### config.mk
export PLATFORM = sky130hd
export DESIGN_NAME = pisd_front
export DESIGN_NICKNAME = d
export VERILOG_FILES = /design/src/hw/rtl/pisd_pkg.sv /design/src/hw/rtl/pisd_front.sv
export SDC_FILE = /design/constraint.sdc
export NUM_CORES = 1
export LEC_CHECK = 0
export BUFFER_PORTS_ARGS = -buffer_cell sky130_fd_sc_hd__buf_2
export CAP_MARGIN = 20
export CORE_UTILIZATION = 62
export CTS_CLUSTER_SIZE = 28
export DETAILED_ROUTE_END_ITERATION = 7
export PLACE_DENSITY = 0.89
export SLEW_MARGIN = 20
export SYNTH_ARGS = -nofsm -noshare
export SYNTH_HDL_FRONTEND = slang
export SYNTH_SLANG_ARGS = --single-unit
export TNS_END_PERCENT = 30
### constraint.sdc
create_clock -name i_clk -period 6.9 [get_ports i_clk]
set_input_delay 0.345 -clock i_clk [delete_from_list [all_inputs] [get_ports i_clk]]
set_output_delay 0.345 -clock i_clk [all_outputs]
set_load 0.1 [all_outputs]
### src/hw/rtl/pisd_pkg.sv
// ============================================================================
// pisd_pkg - shared types and constants for the palette image stream decoder
// Beat layouts, queue op format, result kinds and error codes.
// ============================================================================
package pisd_pkg;

    // Default size of the index plane store, in pixels
    localparam int DEF_MAX_PIXELS  = 65536;
    localparam int PALETTE_ENTRIES = 256;

    // File layout
    localparam int HEADER_BYTES  = 156;
    localparam int PALETTE_BYTES = PALETTE_ENTRIES * 4;
    localparam int POS_W         = $clog2(PALETTE_BYTES);

    localparam logic [31:0] IDENT_WORD = 32'h3150_4C42;  // "BLP1" little-endian

    // Header word slots (byte position / 4)
    localparam logic [7:0] WORD_IDENT       = 8'd0;
    localparam logic [7:0] WORD_COMPRESSION = 8'd1;
    localparam logic [7:0] WORD_WIDTH       = 8'd3;
    localparam logic [7:0] WORD_HEIGHT      = 8'd4;
    localparam logic [7:0] WORD_TYPE        = 8'd5;
    localparam logic [7:0] WORD_SUBTYPE     = 8'd6;

    localparam logic [31:0] COMP_JPEG    = 32'd0;
    localparam logic [31:0] COMP_PALETTE = 32'd1;

    localparam logic [31:0] PIC_TYPE_ALPHA_A = 32'd3;
    localparam logic [31:0] PIC_TYPE_ALPHA_B = 32'd4;
    localparam logic [31:0] PIC_TYPE_DIRECT  = 32'd5;

    // Depth of the queue between parser and executor
    localparam int QUEUE_DEPTH = 4;

    // Result kinds
    localparam logic [1:0] KIND_HEADER = 2'd0;
    localparam logic [1:0] KIND_PIXEL  = 2'd1;
    localparam logic [1:0] KIND_ERROR  = 2'd2;

    // Error codes
    localparam logic [2:0] ERR_NONE      = 3'd0;
    localparam logic [2:0] ERR_IDENT     = 3'd1;
    localparam logic [2:0] ERR_JPEG      = 3'd2;
    localparam logic [2:0] ERR_TYPE      = 3'd3;
    localparam logic [2:0] ERR_TOO_LARGE = 3'd4;

    // Input beat
    typedef struct packed {
        logic [7:0] data_byte;
        logic       file_start;
    } t_in_beat;

    // Output beat
    typedef struct packed {
        logic [1:0]  kind;
        logic [7:0]  red;
        logic [7:0]  green;
        logic [7:0]  blue;
        logic [7:0]  alpha;
        logic        last_pixel;
        logic [15:0] image_width;
        logic [15:0] image_height;
        logic [31:0] picture_type;
        logic [31:0] picture_subtype;
        logic [2:0]  error_code;
    } t_out_beat;

    // Ops handed from the parser to the executor
    typedef enum logic [2:0] {
        OP_PAL_WR,      // write palette entry byte_val with word
        OP_IDX_WR,      // write index store at address with byte_val
        OP_HEADER,      // emit header result
        OP_ERROR,       // emit error result
        OP_PIX_DIRECT,  // pixel from palette[byte_val], inverted palette alpha
        OP_PIX_PLANE    // pixel from palette[index_store[address]], alpha byte_val
    } t_op_code;

    typedef struct packed {
        t_op_code    code;
        logic [7:0]  byte_val;
        logic [31:0] word;
        logic        last;
        logic [2:0]  err;
        logic [15:0] width;
        logic [15:0] height;
        logic [31:0] ptype;
        logic [31:0] psubtype;
    } t_op;

endpackage

### src/hw/rtl/pisd_front.sv
// ============================================================================
// pisd_front - byte parser
// Tracks the file layout, checks the header and turns the file's bytes into
// ops for the executor queue.
// ============================================================================
module pisd_front
    import pisd_pkg::*;
#(
    parameter int MAX_PIXELS = DEF_MAX_PIXELS
) (
    input  logic                          i_clk,
    input  logic                          i_rst_n,
    input  logic                          i_valid,
    input  t_in_beat                      i_data,
    input  logic                          i_full,
    output logic                          o_push,
    output t_op                           o_op,
    output logic [$clog2(MAX_PIXELS)-1:0] o_addr
);

    localparam int IDX_W = $clog2(MAX_PIXELS);
    localparam int CNT_W = $clog2(MAX_PIXELS + 1);

    typedef enum logic [2:0] {
        PH_IDLE,
        PH_HEADER,
        PH_PALETTE,
        PH_DIRECT,
        PH_PLANE,
        PH_ALPHA,
        PH_DONE
    } t_phase;

    t_phase             r_phase, n_phase;
    logic [POS_W-1:0]   r_pos, n_pos;
    logic [31:0]        r_word, n_word;
    logic               r_wide, n_wide;
    logic [15:0]        r_width, n_width;
    logic [15:0]        r_height, n_height;
    logic [31:0]        r_comp, n_comp;
    logic [31:0]        r_type, n_type;
    logic [31:0]        r_subtype, n_subtype;
    logic [CNT_W-1:0]   r_total, n_total;
    logic [CNT_W-1:0]   r_cnt, n_cnt;
    logic [31:0]        r_prod;

    logic               accept;
    t_phase             eff_phase;
    logic [POS_W-1:0]   eff_pos;
    logic [31:0]        eff_word;
    logic               eff_wide;
    logic [1:0]         lane;
    logic [31:0]        full_word;
    logic [CNT_W-1:0]   cnt_inc;
    logic               push_req;

    assign accept = i_valid && !i_full;
    assign o_push = accept && push_req;

    // pixel count, registered ahead of the header end
    always_ff @(posedge i_clk) begin
        r_prod <= 32'(r_width) * 32'(r_height);
    end

    // file_start restarts the parser on this very byte
    always_comb begin
        eff_phase = i_data.file_start ? PH_HEADER : r_phase;
        eff_pos   = i_data.file_start ? '0 : r_pos;
        eff_word  = i_data.file_start ? '0 : r_word;
        eff_wide  = i_data.file_start ? 1'b0 : r_wide;
    end

    assign lane      = eff_pos[1:0];
    assign full_word = {i_data.data_byte, eff_word[23:0]};
    assign cnt_inc   = r_cnt + CNT_W'(1);

    // parse step
    always_comb begin
        n_phase   = eff_phase;
        n_pos     = eff_pos;
        n_word    = eff_word;
        n_wide    = eff_wide;
        n_width   = r_width;
        n_height  = r_height;
        n_comp    = r_comp;
        n_type    = r_type;
        n_subtype = r_subtype;
        n_total   = r_total;
        n_cnt     = r_cnt;
        push_req  = 1'b0;
        o_op      = '0;
        o_addr    = '0;

        case (eff_phase)
            PH_HEADER: begin
                n_pos = eff_pos + POS_W'(1);
                if (lane == 2'd3) begin
                    n_word = '0;
                    case (8'(eff_pos[POS_W-1:2]))
                        WORD_IDENT: begin
                            if (full_word != IDENT_WORD) begin
                                push_req  = 1'b1;
                                o_op.code = OP_ERROR;
                                o_op.err  = ERR_IDENT;
                                n_phase   = PH_IDLE;
                            end
                        end
                        WORD_COMPRESSION: n_comp = full_word;
                        WORD_WIDTH: begin
                            n_width = full_word[15:0];
                            if (full_word[31:16] != 16'd0) n_wide = 1'b1;
                        end
                        WORD_HEIGHT: begin
                            n_height = full_word[15:0];
                            if (full_word[31:16] != 16'd0) n_wide = 1'b1;
                        end
                        WORD_TYPE:    n_type    = full_word;
                        WORD_SUBTYPE: n_subtype = full_word;
                        default: ;
                    endcase
                end else begin
                    n_word = eff_word | (32'(i_data.data_byte) << {lane, 3'b000});
                end
                // header end checks
                if (eff_pos == POS_W'(HEADER_BYTES - 1)) begin
                    push_req = 1'b1;
                    if (r_comp == COMP_JPEG) begin
                        o_op.code = OP_ERROR;
                        o_op.err  = ERR_JPEG;
                        n_phase   = PH_IDLE;
                    end else if (r_comp != COMP_PALETTE ||
                                 !(r_type inside {PIC_TYPE_ALPHA_A, PIC_TYPE_ALPHA_B,
                                                  PIC_TYPE_DIRECT})) begin
                        o_op.code = OP_ERROR;
                        o_op.err  = ERR_TYPE;
                        n_phase   = PH_IDLE;
                    end else if (r_wide || r_prod > 32'(MAX_PIXELS)) begin
                        o_op.code = OP_ERROR;
                        o_op.err  = ERR_TOO_LARGE;
                        n_phase   = PH_IDLE;
                    end else begin
                        o_op.code     = OP_HEADER;
                        o_op.width    = r_width;
                        o_op.height   = r_height;
                        o_op.ptype    = r_type;
                        o_op.psubtype = r_subtype;
                        n_total       = r_prod[CNT_W-1:0];
                        n_phase       = PH_PALETTE;
                        n_pos         = '0;
                        n_word        = '0;
                    end
                end
            end
            PH_PALETTE: begin
                n_pos = eff_pos + POS_W'(1);
                if (lane == 2'd3) begin
                    push_req      = 1'b1;
                    o_op.code     = OP_PAL_WR;
                    o_op.byte_val = 8'(eff_pos[POS_W-1:2]);
                    o_op.word     = full_word;
                    n_word        = '0;
                end else begin
                    n_word = eff_word | (32'(i_data.data_byte) << {lane, 3'b000});
                end
                if (eff_pos == POS_W'(PALETTE_BYTES - 1)) begin
                    n_cnt = '0;
                    if (r_total == '0) begin
                        n_phase = PH_DONE;
                    end else if (r_type == PIC_TYPE_DIRECT) begin
                        n_phase = PH_DIRECT;
                    end else begin
                        n_phase = PH_PLANE;
                    end
                end
            end
            PH_DIRECT: begin
                push_req      = 1'b1;
                o_op.code     = OP_PIX_DIRECT;
                o_op.byte_val = i_data.data_byte;
                o_op.last     = cnt_inc >= r_total;
                n_cnt         = cnt_inc;
                if (cnt_inc >= r_total) n_phase = PH_DONE;
            end
            PH_PLANE: begin
                push_req      = 1'b1;
                o_op.code     = OP_IDX_WR;
                o_op.byte_val = i_data.data_byte;
                o_addr        = r_cnt[IDX_W-1:0];
                if (cnt_inc >= r_total) begin
                    n_cnt   = '0;
                    n_phase = PH_ALPHA;
                end else begin
                    n_cnt = cnt_inc;
                end
            end
            PH_ALPHA: begin
                push_req      = 1'b1;
                o_op.code     = OP_PIX_PLANE;
                o_op.byte_val = i_data.data_byte;
                o_op.last     = cnt_inc >= r_total;
                o_addr        = r_cnt[IDX_W-1:0];
                n_cnt         = cnt_inc;
                if (cnt_inc >= r_total) n_phase = PH_DONE;
            end
            default: ;
        endcase
    end

    // parser state
    always_ff @(posedge i_clk) begin
        if (!i_rst_n) begin
            r_phase   <= PH_IDLE;
            r_pos     <= '0;
            r_word    <= '0;
            r_wide    <= 1'b0;
            r_width   <= '0;
            r_height  <= '0;
            r_comp    <= '0;
            r_type    <= '0;
            r_subtype <= '0;
            r_total   <= '0;
            r_cnt     <= '0;
        end else if (accept) begin
            r_phase   <= n_phase;
            r_pos     <= n_pos;
            r_word    <= n_word;
            r_wide    <= n_wide;
            r_width   <= n_width;
            r_height  <= n_height;
            r_comp    <= n_comp;
            r_type    <= n_type;
            r_subtype <= n_subtype;
            r_total   <= n_total;
            r_cnt     <= n_cnt;
        end
    end

endmodule

---- Word level (Yosys, flattened, before mapping) ----
Cells that the tools add are included.
word-level totals
  bits in registers ....................... 240
  bits in latches ......................... 0
  bits in writable memories ............... 0
  bits in read-only memories .............. 0
  input port bits ......................... 13
  output and inout port bits .............. 160
  logic and storage cells ................. 129
  memories kept ........................... 0
operators by class
  add/subtract/negate cells ............... 2
  multiply operators ...................... 1
  div/mod/pow operators ................... 0
  order comparisons ....................... 2
  eq/ne operators ......................... 19
  shift operators ......................... 1
  muxes and demuxes ....................... 65
  bitwise operators ....................... 4
  reductions and logical operators ........ 23
operators with widths
  operator               number
  $mux 96                3
  $mux 32                7
  $mux 99                2
  $eq 32x3->1 const B    2
  $pmux 32 s2            1
  $pmux 17 s3            1
  $mux 10                5
  $mux 3                 16
  $mux 40                1
  $mux 17                2
  $eq 32x2->1 const B    1
  $gt 32x17->1 const B   1
  $logic_not 32->1       1
  $mul 16x16->32         1
  $ne 32x1->1 const B    1
  $ne 32x30->1 const B   1
  $or 32x32->32          1
  $shl 8x5->32           1
  $eq 8x3->1 const B     3
  $pmux 10 s2            1
  $reduce_and 4->1       5
  $add 17x1->17 const B  1
  $ge 17x17->1           1
  $logic_not 17->1       1
  other kinds (28)       57

---- Logic depth before layout (Yosys ltp) ----
  depth in word-level cells ............... 10
  gate-level depth with buffers ........... 23
  gate-level depth less buffers ........... 21

---- Worst setup path after synthesis ----
Ideal clock, no wire load.
  path kind ............................... register -> register
  start ................................... register r_height[3]
  end ..................................... register r_prod[19]
  library setup time ...................... 72 ps
  data arrival time ....................... 5681 ps
  required time ........................... 6828 ps
  setup slack ............................. 1147 ps
  stages on the path, launching flop included .. 22
  buffers on the path ..................... 2
  clock period less this slack ............ 5753 ps
  path through ............................ dfxtp_1 clkbuf_1 clkbuf_1 nand2_1 fa_1 fa_1 fa_1 fa_1 inv_1 fa_1 inv_1 fa_1 inv_1 ha_1 a211oi_1 nor2_1 o41ai_2 nand2b_1 nand2_1 a21o_1 a21oi_1 xnor2_1
between the ends
  cells in the longest elaborated chain, start to end .. 1
ends and longest elaborated chain
  element                 line               text
  start, declared         pisd_front.sv:39   logic [15:0] r_height, n_height;
  start signal, assigned  pisd_front.sv:229  r_height <= n_height;
  $mul 16x16->32          pisd_front.sv:62   r_prod <= 32'(r_width) * 32'(r_height);
  end signal, assigned    pisd_front.sv:62
  end, declared           pisd_front.sv:45   logic [31:0] r_prod;
No other way between the ends.
A chain may end at the register's enable or synchronous reset.

---- Worst setup path in the final report ----
  start ................................... register r_height[3]
  end ..................................... register r_prod[31]
The elaborated chain is that of the path after synthesis.

==> impl_metrics.toml <==
[outcome]
status = "complete, no violations"

[clocking]
clk_latency_ps = 540
h-tree-depth = 1
hold_buffers = 0
clkTransAtPathRegs_ps = 70
cts_tree = "built"
postCtsResizedCells = 0
clkSinkCount = 232
cts_buffer_depth = 3
cts_buffers = 23
cts-root-buf = "clkbuf_16"
postCtsSetupBuffers = 0

[yosys]
yosys_warnings = 0
synth_area_sq_um = 19510
seq_area_frac_synth_pct = 23.81
synth-seq-cells = 232
synth_edf_count = 0
synthXorXnorAreaFrac_pct = 1.796
syn_area_per_cell_sq_um = 8.775
yosys-mux-area-fraction_pct = 4.214
async_flop_share_pct = 0
synth_top_family_by_area = "adder cells"
syn_inst = 2223
yosysUniqueCellTypes = 70
synth-simple-area-share_pct = 24.21
synth-compound-area-share_pct = 9.051
synth_ff_type = "dfxtp_1"
yosys.area_share.adder_pct = 27.86

[timing]
timing.final.ws_setup_ps = 536.1
tightest_slew_ps = 1121
relSlewSlack_pct = 24.92
hold_viol = 0
fmax_mhz = 157.1
fin_crit_ps = 6364
period_share_pct = 92.23
fin_worst_skew_ps = 26.48
slew_viol_final = 0
timing.setup.tns_ps = 0
finalSetupViolCount = 0
rsz0062_at_grt = "false"

[critical_path]
worstPathArrival_ps = 6780
crit_type = "register to register"
reg2reg_slack_ps = 540
endpoint_kind = "register"
crit_required_ps = 7320
crit_fanout = 18
start_kind = "register"

[routing]
drt-pass1-iter-count = 8
detail-route-antenna-nets = 0
finalWirelength_um = 50560
via_count = 15948
drc_errors = 0
routed_via_density = 5.885
wl_per_cell_um = 18.65
drt_iter0_markers = 1147

[floorplan]
die_h_um = 179.4
core_sq_um = 30750
fp.dieW_um = 179.4
ioPinCount = 173
rows = 64
die_area_sq_um = 32180
initial_core_util_pct = 63.44

[place]
hpwl_um = 36600
place.gp.congestion = 0.9185
port_buffers = 143
place_ws_ps = 615.9
dpl.cell_count = 2666

[grt]
grt_max_degree = 143
grt_pass1_wl_um = 81100
grt_overflow = 0
grt_pass1_vias = 16046
grt_use_total_pct = 31.99
antenna_found_initial = 1

[layout]
syn_to_final_growth_pct = 8.531
finish.utilization_pct = 68.85
final_cells = 2710
final_common_cell = "nand2_1"
drive_gt1_share_pct = 10.51
final_nets = 2627
fill_cells = 2306
final_cell_mix = "nand2_1, inv_1, dfxtp_1, and2_1, fa_1"

[power]
ir_drop_v = 0.0001886
power_density_nw_per_um2 = 137.0
p_leak_nw = 9.819

[job]
drv_cap = 0

[min_path]
hold_class = "input port to register"
-- metrics by stage --
stage	hold WS, ps	instance area (sq um)	total power [mW]
2_1_floorplan	431.2	19610	1.517
3_3_place_gp	438.6	20290	1.524
3_5_place_dp	457.6	20290	1.525
4_1_cts	175.7	21140	2.902
5_1_grt	196.9	21170	2.964
6_report	187.2	21170	2.901
-- Yosys cell counts, types with 8 or more instances --
cell / n / share of area (%)
mux2i_1: 81 / 4.2
ha_1: 124 / 8.0
nand2_1: 287 / 5.5
inv_1: 253 / 4.9
xnor2_1: 27 / 1.2
nand4_1: 18 / 0.58
buf_2: 11 / 0.28
a21boi_0: 54 / 2.1
a21boi_1: 18 / 0.69
nor3_1: 28 / 0.72
nor2_1: 49 / 0.94
and3_1: 43 / 1.4
nor4_1: 29 / 0.93
and2_1: 209 / 6.7
o21a_1: 8 / 0.31
clkbuf_1: 95 / 1.8
a211oi_1: 8 / 0.31
a21oi_1: 36 / 0.92
dfxtp_1: 232 / 24
nand2b_1: 12 / 0.38
a32o_1: 8 / 0.41
a21o_1: 13 / 0.50
xor2_1: 13 / 0.58
buf_4: 46 / 1.8
a22o_1: 18 / 0.81
nor2b_1: 136 / 4.4
a22oi_1: 19 / 0.73
nand3_1: 39 / 1.0
fa_1: 194 / 20
o21ai_0: 35 / 0.90
-- where the power goes --
part	internal [mW]	switching [mW]	total, mW
Clock	0.823	0.578	1.40
Sequential	1.34	0.00565	1.35
Combinational	0.0299	0.123	0.153
Total	2.19	0.706	2.90
-- final cells by class --
type,instances,area [sq um],share of cell area [%]
Multi-Input combinational cell,1606,13220,62.44
Timing Repair Buffer,180,1016,4.799
Antenna cell,1,2.502,0.01182
Inverter,253,949.7,4.486
Tap cell,396,495.5,2.340
Clock inverter,18,255.2,1.206
Clock buffer,24,589.3,2.784
Sequential cell,232,4644,21.94
-- worst paths after layout --
path | cells past startpoint | endpoint | startpoint
min reg2reg | 2 | r_subtype[25] | r_subtype[25]
max reg2reg | 19 | r_prod[31] | r_height[3]
max | 19 | r_prod[31] | r_height[3]
min | 3 | r_subtype[31] | i_data[8]
-- worst max-delay path, cell delays in order (launching register included) --
cell and delay, ps:
dfxtp_1 850, nand2_1 150, fa_1 490, fa_1 570, fa_1 460, fa_1 540, inv_1 50, fa_1 480
inv_1 50, fa_1 470, inv_1 50, ha_1 340, a211oi_1 320, nor2_1 140, o41ai_2 470, nand3_1 130
nand3_1 190, nor2_1 110, o41ai_2 260, xnor2_1 110
-- kinds of logic after synthesis --
group | count (synthesis)
muxes | 82
AOI/OAI and AO/OA | 251
and+or+nand+nor | 886
xor gates and xnor gates | 40
adders and majority gates | 318
DFF | 232
buffers and inverters | 413
other | 1
-- sequential cells by signal (all words and copies together), names as in the netlist --
signal,count
r_cnt,17
r_comp,32
r_height,16
r_phase,3
r_pos,10
r_prod,32
r_subtype,32
r_total,17
r_type,32
r_wide,1
r_width,16
r_word,24
-- routing by layer --
metal,up-vias,track usage (%),part of all wire [%]
met5,-,0,0
met4,0,14.15,4.2
met3,161,4.599,7.3
met2,734,54.47,49
met1,7802,40.38,39
li1,7251,-,-
Power figures use the tool's default switching activity.
