File: config.mk
export PLATFORM = sky130hd
export DESIGN_NAME = pisd_fifo
export DESIGN_NICKNAME = d
export VERILOG_FILES = /design/src/hw/rtl/pisd_pkg.sv /design/src/hw/rtl/pisd_fifo.sv
export SDC_FILE = /design/constraint.sdc
export NUM_CORES = 1
export LEC_CHECK = 0
export BUFFER_PORTS_ARGS = -buffer_cell sky130_fd_sc_hd__buf_2
export CAP_MARGIN = 20
export CORE_MARGIN = 8
export CORE_UTILIZATION = 60
export DETAILED_ROUTE_END_ITERATION = 16
export GPL_TIMING_DRIVEN = 0
export PLACE_DENSITY = 0.83
export SYNTH_ARGS = -nofsm -noshare
export SYNTH_HDL_FRONTEND = slang
export SYNTH_SLANG_ARGS = --single-unit
File: constraint.sdc
create_clock -name i_clk -period 11.9 [get_ports i_clk]
set_clock_uncertainty 0.15 [all_clocks]
set_input_delay 1.19 -clock i_clk [delete_from_list [all_inputs] [get_ports i_clk]]
set_output_delay 1.19 -clock i_clk [all_outputs]
set_load 0.01 [all_outputs]
File: src/hw/rtl/pisd_pkg.sv
// ============================================================================
// pisd_pkg - shared types and constants for the palette image stream decoder
// Beat layouts, queue op format, result kinds and error codes.
// ============================================================================
package pisd_pkg;

    // Default size of the index plane store, in pixels
    localparam int DEF_MAX_PIXELS  = 65536;
    localparam int PALETTE_ENTRIES = 256;

    // File layout
    localparam int HEADER_BYTES  = 156;
    localparam int PALETTE_BYTES = PALETTE_ENTRIES * 4;
    localparam int POS_W         = $clog2(PALETTE_BYTES);

    localparam logic [31:0] IDENT_WORD = 32'h3150_4C42;  // "BLP1" little-endian

    // Header word slots (byte position / 4)
    localparam logic [7:0] WORD_IDENT       = 8'd0;
    localparam logic [7:0] WORD_COMPRESSION = 8'd1;
    localparam logic [7:0] WORD_WIDTH       = 8'd3;
    localparam logic [7:0] WORD_HEIGHT      = 8'd4;
    localparam logic [7:0] WORD_TYPE        = 8'd5;
    localparam logic [7:0] WORD_SUBTYPE     = 8'd6;

    localparam logic [31:0] COMP_JPEG    = 32'd0;
    localparam logic [31:0] COMP_PALETTE = 32'd1;

    localparam logic [31:0] PIC_TYPE_ALPHA_A = 32'd3;
    localparam logic [31:0] PIC_TYPE_ALPHA_B = 32'd4;
    localparam logic [31:0] PIC_TYPE_DIRECT  = 32'd5;

    // Depth of the queue between parser and executor
    localparam int QUEUE_DEPTH = 4;

    // Result kinds
    localparam logic [1:0] KIND_HEADER = 2'd0;
    localparam logic [1:0] KIND_PIXEL  = 2'd1;
    localparam logic [1:0] KIND_ERROR  = 2'd2;

    // Error codes
    localparam logic [2:0] ERR_NONE      = 3'd0;
    localparam logic [2:0] ERR_IDENT     = 3'd1;
    localparam logic [2:0] ERR_JPEG      = 3'd2;
    localparam logic [2:0] ERR_TYPE      = 3'd3;
    localparam logic [2:0] ERR_TOO_LARGE = 3'd4;

    // Input beat
    typedef struct packed {
        logic [7:0] data_byte;
        logic       file_start;
    } t_in_beat;

    // Output beat
    typedef struct packed {
        logic [1:0]  kind;
        logic [7:0]  red;
        logic [7:0]  green;
        logic [7:0]  blue;
        logic [7:0]  alpha;
        logic        last_pixel;
        logic [15:0] image_width;
        logic [15:0] image_height;
        logic [31:0] picture_type;
        logic [31:0] picture_subtype;
        logic [2:0]  error_code;
    } t_out_beat;

    // Ops handed from the parser to the executor
    typedef enum logic [2:0] {
        OP_PAL_WR,      // write palette entry byte_val with word
        OP_IDX_WR,      // write index store at address with byte_val
        OP_HEADER,      // emit header result
        OP_ERROR,       // emit error result
        OP_PIX_DIRECT,  // pixel from palette[byte_val], inverted palette alpha
        OP_PIX_PLANE    // pixel from palette[index_store[address]], alpha byte_val
    } t_op_code;

    typedef struct packed {
        t_op_code    code;
        logic [7:0]  byte_val;
        logic [31:0] word;
        logic        last;
        logic [2:0]  err;
        logic [15:0] width;
        logic [15:0] height;
        logic [31:0] ptype;
        logic [31:0] psubtype;
    } t_op;

endpackage

File: src/hw/rtl/pisd_fifo.sv
// ============================================================================
// pisd_fifo - op queue between parser and executor
// Small register queue; full and valid come straight from registers.
// ============================================================================
module pisd_fifo
    import pisd_pkg::*;
#(
    parameter int WIDTH = $bits(t_op)
) (
    input  logic             i_clk,
    input  logic             i_rst_n,
    input  logic             i_push,
    input  logic [WIDTH-1:0] i_push_data,
    output logic             o_full,
    output logic             o_valid,
    output logic [WIDTH-1:0] o_data,
    input  logic             i_pop
);

    localparam int PTR_W = $clog2(QUEUE_DEPTH);
    localparam int CNT_W = $clog2(QUEUE_DEPTH + 1);

    logic [WIDTH-1:0] r_mem [QUEUE_DEPTH];
    logic [PTR_W-1:0] r_wr_ptr;
    logic [PTR_W-1:0] r_rd_ptr;
    logic [CNT_W-1:0] r_count;

    assign o_full  = r_count == CNT_W'(QUEUE_DEPTH);
    assign o_valid = r_count != '0;
    assign o_data  = r_mem[r_rd_ptr];

    // storage
    always_ff @(posedge i_clk) begin
        if (i_push) r_mem[r_wr_ptr] <= i_push_data;
    end

    // pointers and fill level
    always_ff @(posedge i_clk) begin
        if (!i_rst_n) begin
            r_wr_ptr <= '0;
            r_rd_ptr <= '0;
            r_count  <= '0;
        end else begin
            if (i_push) r_wr_ptr <= r_wr_ptr + PTR_W'(1);
            if (i_pop)  r_rd_ptr <= r_rd_ptr + PTR_W'(1);
            case ({i_push, i_pop})
                2'b10:   r_count <= r_count + CNT_W'(1);
                2'b01:   r_count <= r_count - CNT_W'(1);
                default: r_count <= r_count;
            endcase
        end
    end

endmodule

## Yosys cells after proc, flatten, opt, wreduce, memory -nomap -nowiden

Memories as Yosys holds them, arrays and structs flattened. A register that Yosys moved wholly into a read port is not among the register bits.
Index checks and enable logic that the tools add are counted.

- Flip-flop bits (word level): 7
- Output and inout port bits: 145
- Logic and storage cells: 18
- Memory bits (writable): 572
- Memories kept: 1

- Multiplexer cells: 5
- Eq/ne operators: 3
- Reductions and logical operators: 2
- Add/subtract/negate cells: 4

Memory list:

| name | depth | width | rd ports | clocked after memory_dff | write ports | line | source |
|---|---|---|---|---|---|---|---|
| r_mem | 4 | 143 | 1 | 1 | 1 | pisd_fifo.sv:23 | `logic [WIDTH-1:0] r_mem [QUEUE_DEPTH];` |

Operators with widths:

| kind | number |
|---|---|
| $pmux W3 S2 | 1 |
| $add A2 B1 Y2 const B | 2 |
| $mux W2 | 2 |
| $add A3 B1 Y3 const B | 1 |
| $eq A3 B3 Y1 const B | 1 |
| $reduce_bool A3 Y1 | 1 |
| $sub A3 B1 Y3 const B | 1 |
| $eq A2 B1 Y1 const B | 1 |
| $eq A2 B2 Y1 const B | 1 |
| $mux W1 | 2 |
| $reduce_bool A2 Y1 | 1 |

## Logic depth before layout (Yosys ltp)

Gate-level depths: netlist of run 1.

- Depth in word-level cells: 3
- Gate-level depth with buffers: 7
- Gate-level depth less buffers: 7

## Worst setup path before layout of run 1

OpenSTA, ideal clock, no wires.

- Path type: input to register
- Start: in i_push
- End: mem r_mem[0][0] in the netlist's numbering, enable pin
- Arrival time: 4457 ps
- Buffers on the path: 0
- Stages on the path: 1
- Setup slack: 6774 ps
- Cell sequence: and2_1

- Longest elaborated chain between the ends: 2

RTL lines:

| what | line | source |
|---|---|---|
| start: declaration | pisd_fifo.sv:12 | `input logic i_push,` |
| $mux W1 | pisd_fifo.sv:34 | `if (i_push) r_mem[r_wr_ptr] <= i_push_data;` |
| $mux W1 (not written as such) | pisd_fifo.sv:34 |  |
| end: declaration | pisd_fifo.sv:23 |  |

No other way between the ends.

==> qor.csv, run 1 <==
metric,value,unit
"CTS clk-pin slew, worst paths",0.07,ns
sequential cell area,17400,um2
largest net degree at the start of global routing,60,
overall die height,203,um
static leakage,8.47,nW
# setup viols final,0,
Num CTS Buffers,54,
"top cells by area, synth","edfxtp_1 82%, mux4_2 15%, dfxtp_1 0.86%, buf_6 0.48%, buf_2 0.38%",
maxcap violations,0,
wire per inst,26.8,um
via count,9778,
Die Wd,203,um
vias in the first global route,10400,
DRT Pass-1 Iters,4,
initial antenna violation count,8,
CTS Hold Buffers Added,0,
full die area,41300,um2
initial drt markers,761,
Total Routing Usage GR,0.210,
post-CTS sizing,0,
Worst Setup Start Kind,flip-flop,
Clock Latency Late Sink,0.58,ns
Syn Nets,946,
Post-synth top cells,"572 x edfxtp_1, 143 x mux4_2, 16 x buf_2, 10 x and2_1",
total gr overflow,0,
Fill cells,1933,
sw frac,0.215,
remaining antenna violation count,0,
Final Critical Period,3.76,ns
"Req. time, crit path",10.56,ns
port bufs,291,
synthesis warning total,0,
clk buf depth,3,
Fmax,0.266,GHz
row count,68,
dominant synthesized flop cell,edfxtp_1,
fraction of layout cells with a size suffix above 1,0.456,
Worst slew margin,0.409,
"flops & latches, synth",581,
CTS tree,built,
"Max FO, Critical Path",10,
Synth cell types,19,
DPL Wire Length,26900,um
Final Slew Violations,0,
first-pass GRT wire length,64500,um
crit path DAT,2.42,ns
peak supply drop,160,uV
Residual DRC,0,
Hold Slack,0.390,ns
H-tree depth,2,
Psw,0.974,mW
most frequent cell after synthesis,edfxtp_1,
placer congestion estimate,0.707,
sequential fraction of the synthesis area,0.824,
Tightest Pin Transition,0.886,ns
Mapped Area,21100,um2
async set or reset register ratio after synthesis,0,
final hold vios,0,
final net count,1301,
share of Yosys cell area claimed by the top area cell type,0.816,
"Period Utilization, post-route",0.316,
"Avg Cell Area, Syn",26.6,um2
Area growth syn-to-layout,19.0,%
overall routed net length,44200,um
outcome,"finished, final reports clean",
RSZ-0062 raised after global routing,false,
WS Path Type,reg -> out,
Post-CTS Repair Setup Buffers,0,
Clk pwr share,0.374,
Multi-input gate area,3480,um2
area of the core,34500,um2
post-detailed-route via-to-cell ratio,5.93,
CP endpoint kind,output pin,
Seq pwr share,0.526,
Top Ports,292,
CTS Sinks,581,
Post-synth EDFFs,572,
HP Class,reg -> reg,
cell accounting for the most synthesized area,edfxtp_1,
Initial Utilization,0.610,
power per cell area,180,nW/um2
Clock Tree Root,clkbuf_16,
Comb pwr share,0.100,
total negative slack,0,ns
Cells after Synth,793,
Pint,3.54,mW
==> area by class of cell <==
cell class                      count  area share
Sequential cell                   581       0.693
Multi-Input combinational cell    174       0.139
Timing Repair Buffer              299      0.0669
Clock buffer                       64      0.0563
Tap cell                          455      0.0227
Clock inverter                     33      0.0132
Buffer                             32     0.00829
Inverter                            6    0.000899
Antenna cell                        4    0.000399
==> path summary, 6_finish.rpt <==
| kind | start | to | slack (ns) | cells after the start |
|---|---|---|---|---|
| setup / recovery | flip-flop | o_data[64] | 8.14 | 5 |
| hold / removal | r_count[2] | r_count[2] | 0.39 | 2 |
| setup reg to reg | r_wr_ptr[0] | r_mem[3][71] | 9.69 | 3 |
| hold reg to reg | r_count[2] | r_count[2] | 0.39 | 2 |
==> metrics by stage <==
| stage | util | instance area [um2] | setup WS (ns) | cells | total power, mW |
|---|---|---|---|---|---|
| floorplan | - | 21100 | 6.77 | 793 | 2.67 |
| global placement | 0.668 | 23100 | 4.22 | 1539 | 2.86 |
| detailed placement | 0.675 | 23300 | 8.72 | 1547 | 2.87 |
| CTS | 0.725 | 25100 | 8.08 | 1644 | 4.56 |
| global route | 0.725 | 25100 | 8.00 | 1646 | 4.66 |
| finish | 0.726 | 25100 | 8.14 | 1648 | 4.52 |
==> metal layers <==
metal,wire [um],vias to the layer above,global-route usage
met2,22300,477,0.345
met1,16600,5081,0.268
met4,938,10,0.0591
li1,-,4140,-
met5,64,-,0
met3,4210,70,0.0708
==> registers in the layout, indices dropped and copies added (netlist names), named ones only <==
signal	cells
r_count	3
r_mem	572
r_wr_ptr	2
r_rd_ptr	2
==> cells in the final DEF (no fill, tap or decap), types with 2 or more instances in the layout <==
cell,count
and2_1,6
clkbuf_16,55
ha_1,5
xnor2_1,2
edfxtp_1,572
or3_1,2
dfxtp_1,9
and2_4,4
buf_6,9
clkinv_1,17
o21ai_0,2
buf_2,307
buf_16,8
diode_2,4
nand2_1,2
mux4_2,143
bufinv_16,7
inv_1,6
xor2_1,3
clkinvlp_4,3
clkbuf_1,16
clkinv_2,5
==> cell families after synthesis <==
group,count (synthesis),synth area share
flip-flops,581,0.824
multiplexers,144,0.153
buffers and inverters,38,0.0109
AND/OR/NAND/NOR,16,0.00452
adder cells (fa/ha/maj),6,0.00392
XOR/XNOR,5,0.00208
AO/OA/AOI/OAI,3,0.000832
==> power by group through the flow <==
stage	clock network (mW)	registers (mW)	logic [mW]
after floorplan	0	2.42	0.253
after global placement	0	2.43	0.431
after detailed placement	0	2.42	0.452
after CTS	1.72	2.38	0.460
after global routing	1.79	2.38	0.481
final	1.69	2.38	0.450
==> critical path, cell delays in order, from the launching register on <==
cell and delay [ns]:
dfxtp_1 0.30, buf_2 0.27, buf_2 0.35, buf_2 0.34
mux4_2 0.40, buf_2 0.17
Power figures use the tool's default switching activity.
==> run 2, diff against run 1 <==
CORE_UTILIZATION = 51   (was 60)
PLACE_DENSITY = 0.75   (was 0.83)
clock period = 3.15 ns   (was 11.9 ns; I/O delays follow)
==> qor.csv, run 2 (synthesis gave the netlist of run 1 again) <==
metric,value,unit,change
outcome,"finished, final reports clean",,unchanged
max reg flops,572,,unchanged
Initial Utilization,0.516,,was 0.610
Worst Hold Launch,i_push_data[26],,was r_count[2]
met1 Resource Use GR,0.237,,was 0.268
Residual DRC,0,,unchanged
Total Routing Usage GR,0.181,,was 0.210
static leakage,9.07,nW,was 8.47 nW
Post-CTS Repair Setup Buffers,0,,unchanged
area of the core,40800,um2,"was 34,500 um2"
overall die height,219,um,was 203 um
Area growth syn-to-layout,26.2,%,was 19.0%
Regs by FF count,"r_mem x572, r_count x3",,unchanged
"most common cell after layout, fill and taps aside",edfxtp_1,,unchanged
power per cell area,638,nW/um2,was 180 nW/um2
Top Ports,292,,unchanged
final net count,1450,,"was 1,301"
fraction of layout cells with a size suffix above 1,0.406,,was 0.456
vias in the first global route,11000,,"was 10,400"
Min-Delay Path Depth,2,,unchanged
Pint,13.3,mW,was 3.54 mW
total negative slack,0,ns,unchanged
"CTS clk-pin slew, worst paths",0.06,ns,was 0.07 ns
clk buf depth,3,,unchanged
Num CTS Buffers,55,,was 54
"Period Utilization, post-route",0.907,,
final hold vios,0,,unchanged
GRT met3 Usage,0.0442,,was 0.0708
total gr overflow,0,,unchanged
Die Wd,219,um,was 203 um
CP endpoint kind,output pin,,unchanged
initial drt markers,850,,was 761
maxcap violations,0,,unchanged
CTS tree,built,,unchanged
placer congestion estimate,0.703,,was 0.707
"Max FO, Critical Path",10,,unchanged
sw frac,0.217,,was 0.215
Clk pwr share,0.362,,was 0.374
flop-to-flop setup slack,0.92,ns,was 9.69 ns
initial antenna violation count,3,,was 8
Tightest Pin Transition,0.745,ns,was 0.886 ns
Final Util,0.651,,was 0.726
Fmax,0.350,GHz,
HP Class,in -> reg,,was reg -> reg
port bufs,291,,unchanged
WS Path Type,reg -> out,,unchanged
post-detailed-route via-to-cell ratio,5.50,,was 5.93
Hold Slack,0.330,ns,was 0.390 ns
global routing's busiest layer,met2,,unchanged
Largest Register,r_mem,,unchanged
final non-filler cell area,26600,um2,"was 25,100 um2"
# setup viols final,0,,unchanged
Worst slew margin,0.503,,was 0.409
CTS Sinks,581,,unchanged
FF-to-FF path depth,5,,was 3
remaining antenna violation count,0,,unchanged
wire per inst,23.5,um,was 26.8 um
H-tree depth,2,,unchanged
Final Slew Violations,0,,unchanged
RSZ-0062 raised after global routing,false,,unchanged
worst r2r src,r_wr_ptr[0],,unchanged
crit path DAT,2.39,ns,was 2.42 ns
"commonest cells after routing, fill and taps aside","572 x edfxtp_1, 307 x buf_2, 146 x dlygate4sd3_1, 143 x mux4_2, 57 x clkbuf_16",,"was 572 x edfxtp_1, 307 x buf_2, 143 x mux4_2, 55 x clkbuf_16, 17 x clkinv_1"
overall routed net length,43900,um,"was 44,200 um"
Fill cells,2578,,"was 1,933"
"Req. time, crit path",2.68,ns,was 10.56 ns
DPL Wire Length,26200,um,"was 26,900 um"
Psw,3.69,mW,was 0.974 mW
met2 GRT Util,0.304,,was 0.345
Comb pwr share,0.109,,was 0.100
peak supply drop,528,uV,was 160 uV
DRT Pass-1 Iters,5,,was 4
first-pass GRT wire length,65800,um,"was 64,500 um"
Worst Setup Start Kind,flip-flop,,unchanged
largest net degree at the start of global routing,57,,was 60
Clock Tree Root,clkbuf_16,,unchanged
Final Critical Period,2.86,ns,
Post-DP Area,23400,um2,"was 23,300 um2"
Clock Latency Late Sink,0.58,ns,about the same
full die area,48000,um2,"was 41,300 um2"
row count,74,,was 68
Seq pwr share,0.529,,was 0.526
via count,10300,,"was 9,778"
-- run 2: cell count changes in the layout (fill, tap and decap cells not counted), moves of 2 or more --
cell and delta:
clkinvlp_4 -3, clkinv_1 -6, bufinv_16 -5, clkbuf_8 +2, diode_2 -3, clkinv_2 +3, buf_12 +3, clkbuf_16 +2
clkbuf_1 +9, dlygate4sd3_1 +146
-- run 2: worst paths after layout --
path                       end
setup / recovery   o_data[111]
setup reg to reg  r_mem[2][86]
hold / removal    r_mem[3][26]
hold reg to reg     r_count[2]
-- run 2: critical path: stages (launching register included) --
cell and delay (ns):
dfxtp_1 0.31, buf_2 0.25, buf_2 0.35, buf_2 0.35, mux4_2 0.38, buf_2 0.16
-- run 2: timing repair --
item | in CTS | in global routing
endpoints found under the hold margin | 581 | 0
resized for setup | 0 | 0
hold buffers | 146 | 0
-- run 2: cell type report --
cell class	instances	area [um2]	share of cell area
Clock buffer	77	1520	0.0572
Clock inverter	22	150	0.00565
Inverter	6	22.5	0.000847
Timing Repair Buffer	447	3170	0.119
Multi-Input combinational cell	174	3480	0.131
Sequential cell	581	17400	0.653
Antenna cell	1	2.50	0.0000942
Tap cell	532	666	0.0250
Buffer	32	208	0.00782
-- run 2: per-layer routing --
metal	vias to the layer above	wire length, um
met1	5392	17400
met2	397	22300
met4	4	758
li1	4449	-
met3	59	3430
met5	-	34
-- run 2: power by group through the flow --
stage	clock (mW)	sequential (mW)	combinational, mW
final	6.15	8.97	1.85
after detailed placement	0	9.12	1.71
after global placement	0	9.14	1.64
after floorplan	0	9.12	0.958
after global routing	6.56	8.99	1.98
after CTS	6.27	8.96	1.87
-- run 2: stage by stage --
step	power (mW)	worst slack (ns)	instances
2_1_floorplan	10.1	0.262	793
3_3_place_gp	10.8	-1.13	1616
3_5_place_dp	10.8	0.831	1626
4_1_cts	17.1	0.183	1871
5_1_grt	17.5	0.145	1872
6_report	17.0	0.292	1872
==> run 3, diff against run 2 <==
GPL_TIMING_DRIVEN = default   (was 0)
==> qor.csv, run 3 (synthesis gave the netlist of run 1 again) <==
metric,value,unit,change
Final Util,0.652,,was 0.651
Residual DRC,0,,unchanged
"commonest cells after routing, fill and taps aside","572 x edfxtp_1, 291 x buf_2, 146 x dlygate4sd3_1, 143 x mux4_2, 57 x clkbuf_16",,"was 572 x edfxtp_1, 307 x buf_2, 146 x dlygate4sd3_1, 143 x mux4_2, 57 x clkbuf_16"
Final Critical Period,2.86,ns,about the same
H-tree depth,2,,unchanged
Non-Filler Instances,1856,,"was 1,872"
met1 Resource Use GR,0.226,,was 0.237
dpl cells,1602,,"was 1,626"
remaining antenna violation count,0,,unchanged
critical-path cell list,buf_12 -> mux4_2 -> buf_2,,was buf_2 -> buf_2 -> buf_2 -> mux4_2 -> buf_2
Regs by FF count,"r_mem x572, r_count x3",,unchanged
via count,10000,,"was 10,300"
overall routed net length,43100,um,"was 43,900 um"
"most common cell after layout, fill and taps aside",edfxtp_1,,unchanged
Die Wd,219,um,unchanged
global routing's busiest layer,met2,,unchanged
post-detailed-route via-to-cell ratio,5.41,,was 5.50
CP endpoint kind,output pin,,unchanged
RSZ-0062 raised after global routing,false,,unchanged
outcome,"finished, final reports clean",,unchanged
Total Power,17.4,mW,was 17.0 mW
Worst path max stage delay,0.71,ns,was 0.38 ns
area of the core,40800,um2,unchanged
fraction of layout cells with a size suffix above 1,0.412,,was 0.406
Fill cells,2565,,"was 2,578"
initial antenna violation count,6,,was 3
Top Ports,292,,unchanged
HP Class,in -> reg,,unchanged
"Period Utilization, post-route",0.908,,was 0.907
Area growth syn-to-layout,26.4,%,was 26.2%
max reg flops,572,,unchanged
final net count,1427,,"was 1,450"
Worst slew margin,0.614,,was 0.503
Worst Setup Start Kind,flip-flop,,unchanged
Clock Latency Late Sink,0.57,ns,was 0.58 ns
Buffers & Inverters on Critical Path,2,,was 4
wire per inst,23.2,um,was 23.5 um
port bufs,291,,unchanged
total gr overflow,0,,unchanged
WS Path Type,reg -> out,,unchanged
total negative slack,0,ns,unchanged
# setup viols final,0,,unchanged
DPL Wire Length,24800,um,"was 26,200 um"
overall die height,219,um,unchanged
Fmax,0.350,GHz,about the same
placer congestion estimate,0.698,,was 0.703
"CTS clk-pin slew, worst paths",0.06,ns,about the same
maxcap violations,0,,unchanged
power per cell area,653,nW/um2,was 638 nW/um2
Final Slew Violations,0,,unchanged
Num CTS Buffers,56,,was 55
Clock Tree Root,clkbuf_16,,unchanged
CTS tree,built,,unchanged
Largest Register,r_mem,,unchanged
largest net degree at the start of global routing,82,,was 57
met2 GRT Util,0.295,,was 0.304
peak supply drop,479,uV,was 528 uV
vias in the first global route,11100,,"was 11,000"
initial drt markers,731,,was 850
Initial Utilization,0.516,,unchanged
final hold vios,0,,unchanged
clk buf depth,3,,unchanged
Tightest Pin Transition,0.579,ns,was 0.745 ns
row count,74,,unchanged
"Max FO, Critical Path",31,,was 10
DRT Pass-1 Iters,5,,unchanged
GRT met3 Usage,0.0505,,was 0.0442
crit path DAT,2.39,ns,about the same
Post-CTS Repair Setup Buffers,0,,unchanged
"Req. time, crit path",2.68,ns,about the same
crit path max-delay cell type,dfxtp_4,,was mux4_2
Total Routing Usage GR,0.178,,was 0.181
full die area,48000,um2,unchanged
CTS Sinks,581,,unchanged
"delay-heaviest family, CP",flip-flops,,was buffers and inverters
static leakage,9.05,nW,was 9.07 nW
first-pass GRT wire length,64800,um,"was 65,800 um"
run 3: power by group:
group | switching, mW | internal [mW] | total (mW) | leakage (nW)
logic | 0.926 | 0.867 | 1.79 | 2.82
clock network | 2.69 | 3.93 | 6.62 | 0.903
registers | 0.103 | 8.88 | 8.99 | 5.33
total | 3.72 | 13.7 | 17.4 | 9.05
run 3: timing repair:
action	CTS	global route
resized for setup	0	0
hold buffers	146	0
hold endpoints to repair	581	0
run 3: per-layer routing:
layer  share of wire  up-vias
met5          0.0010        -
met4           0.022        6
met3           0.080       67
met2            0.50      373
met1            0.40     5194
li1                -     4396
run 3: through the flow:
step | setup WS [ns] | instance area [um2] | hold WS [ns]
detailed placement | 0.830 | 23300 | 0.374
global route | 0.114 | 26600 | 0.297
CTS | 0.162 | 26600 | 0.281
global placement | 0.826 | 23300 | 0.341
finish | 0.291 | 26600 | 0.334
floorplan | 0.262 | 21100 | 0.264
run 3: layout make-up:
cell class / instances / area, um2 / area share
Sequential cell: 581 / 17400 / 0.652
Clock inverter: 32 / 339 / 0.0127
Multi-Input combinational cell: 174 / 3480 / 0.131
Antenna cell: 5 / 12.5 / 0.000470
Timing Repair Buffer: 455 / 3240 / 0.122
Tap cell: 532 / 666 / 0.0250
Clock buffer: 71 / 1500 / 0.0563
Inverter: 6 / 22.5 / 0.000846
run 3: worst paths after layout:
kind                         start             to  slack [ns]  depth (start not counted)
hold / removal    i_push_data[131]  r_mem[0][131]        0.33                          2
setup / recovery         flip-flop    o_data[139]        0.29                          3
setup reg to reg       r_wr_ptr[0]   r_mem[1][95]        1.11                          3
hold reg to reg         r_count[2]     r_count[2]        0.40                          2
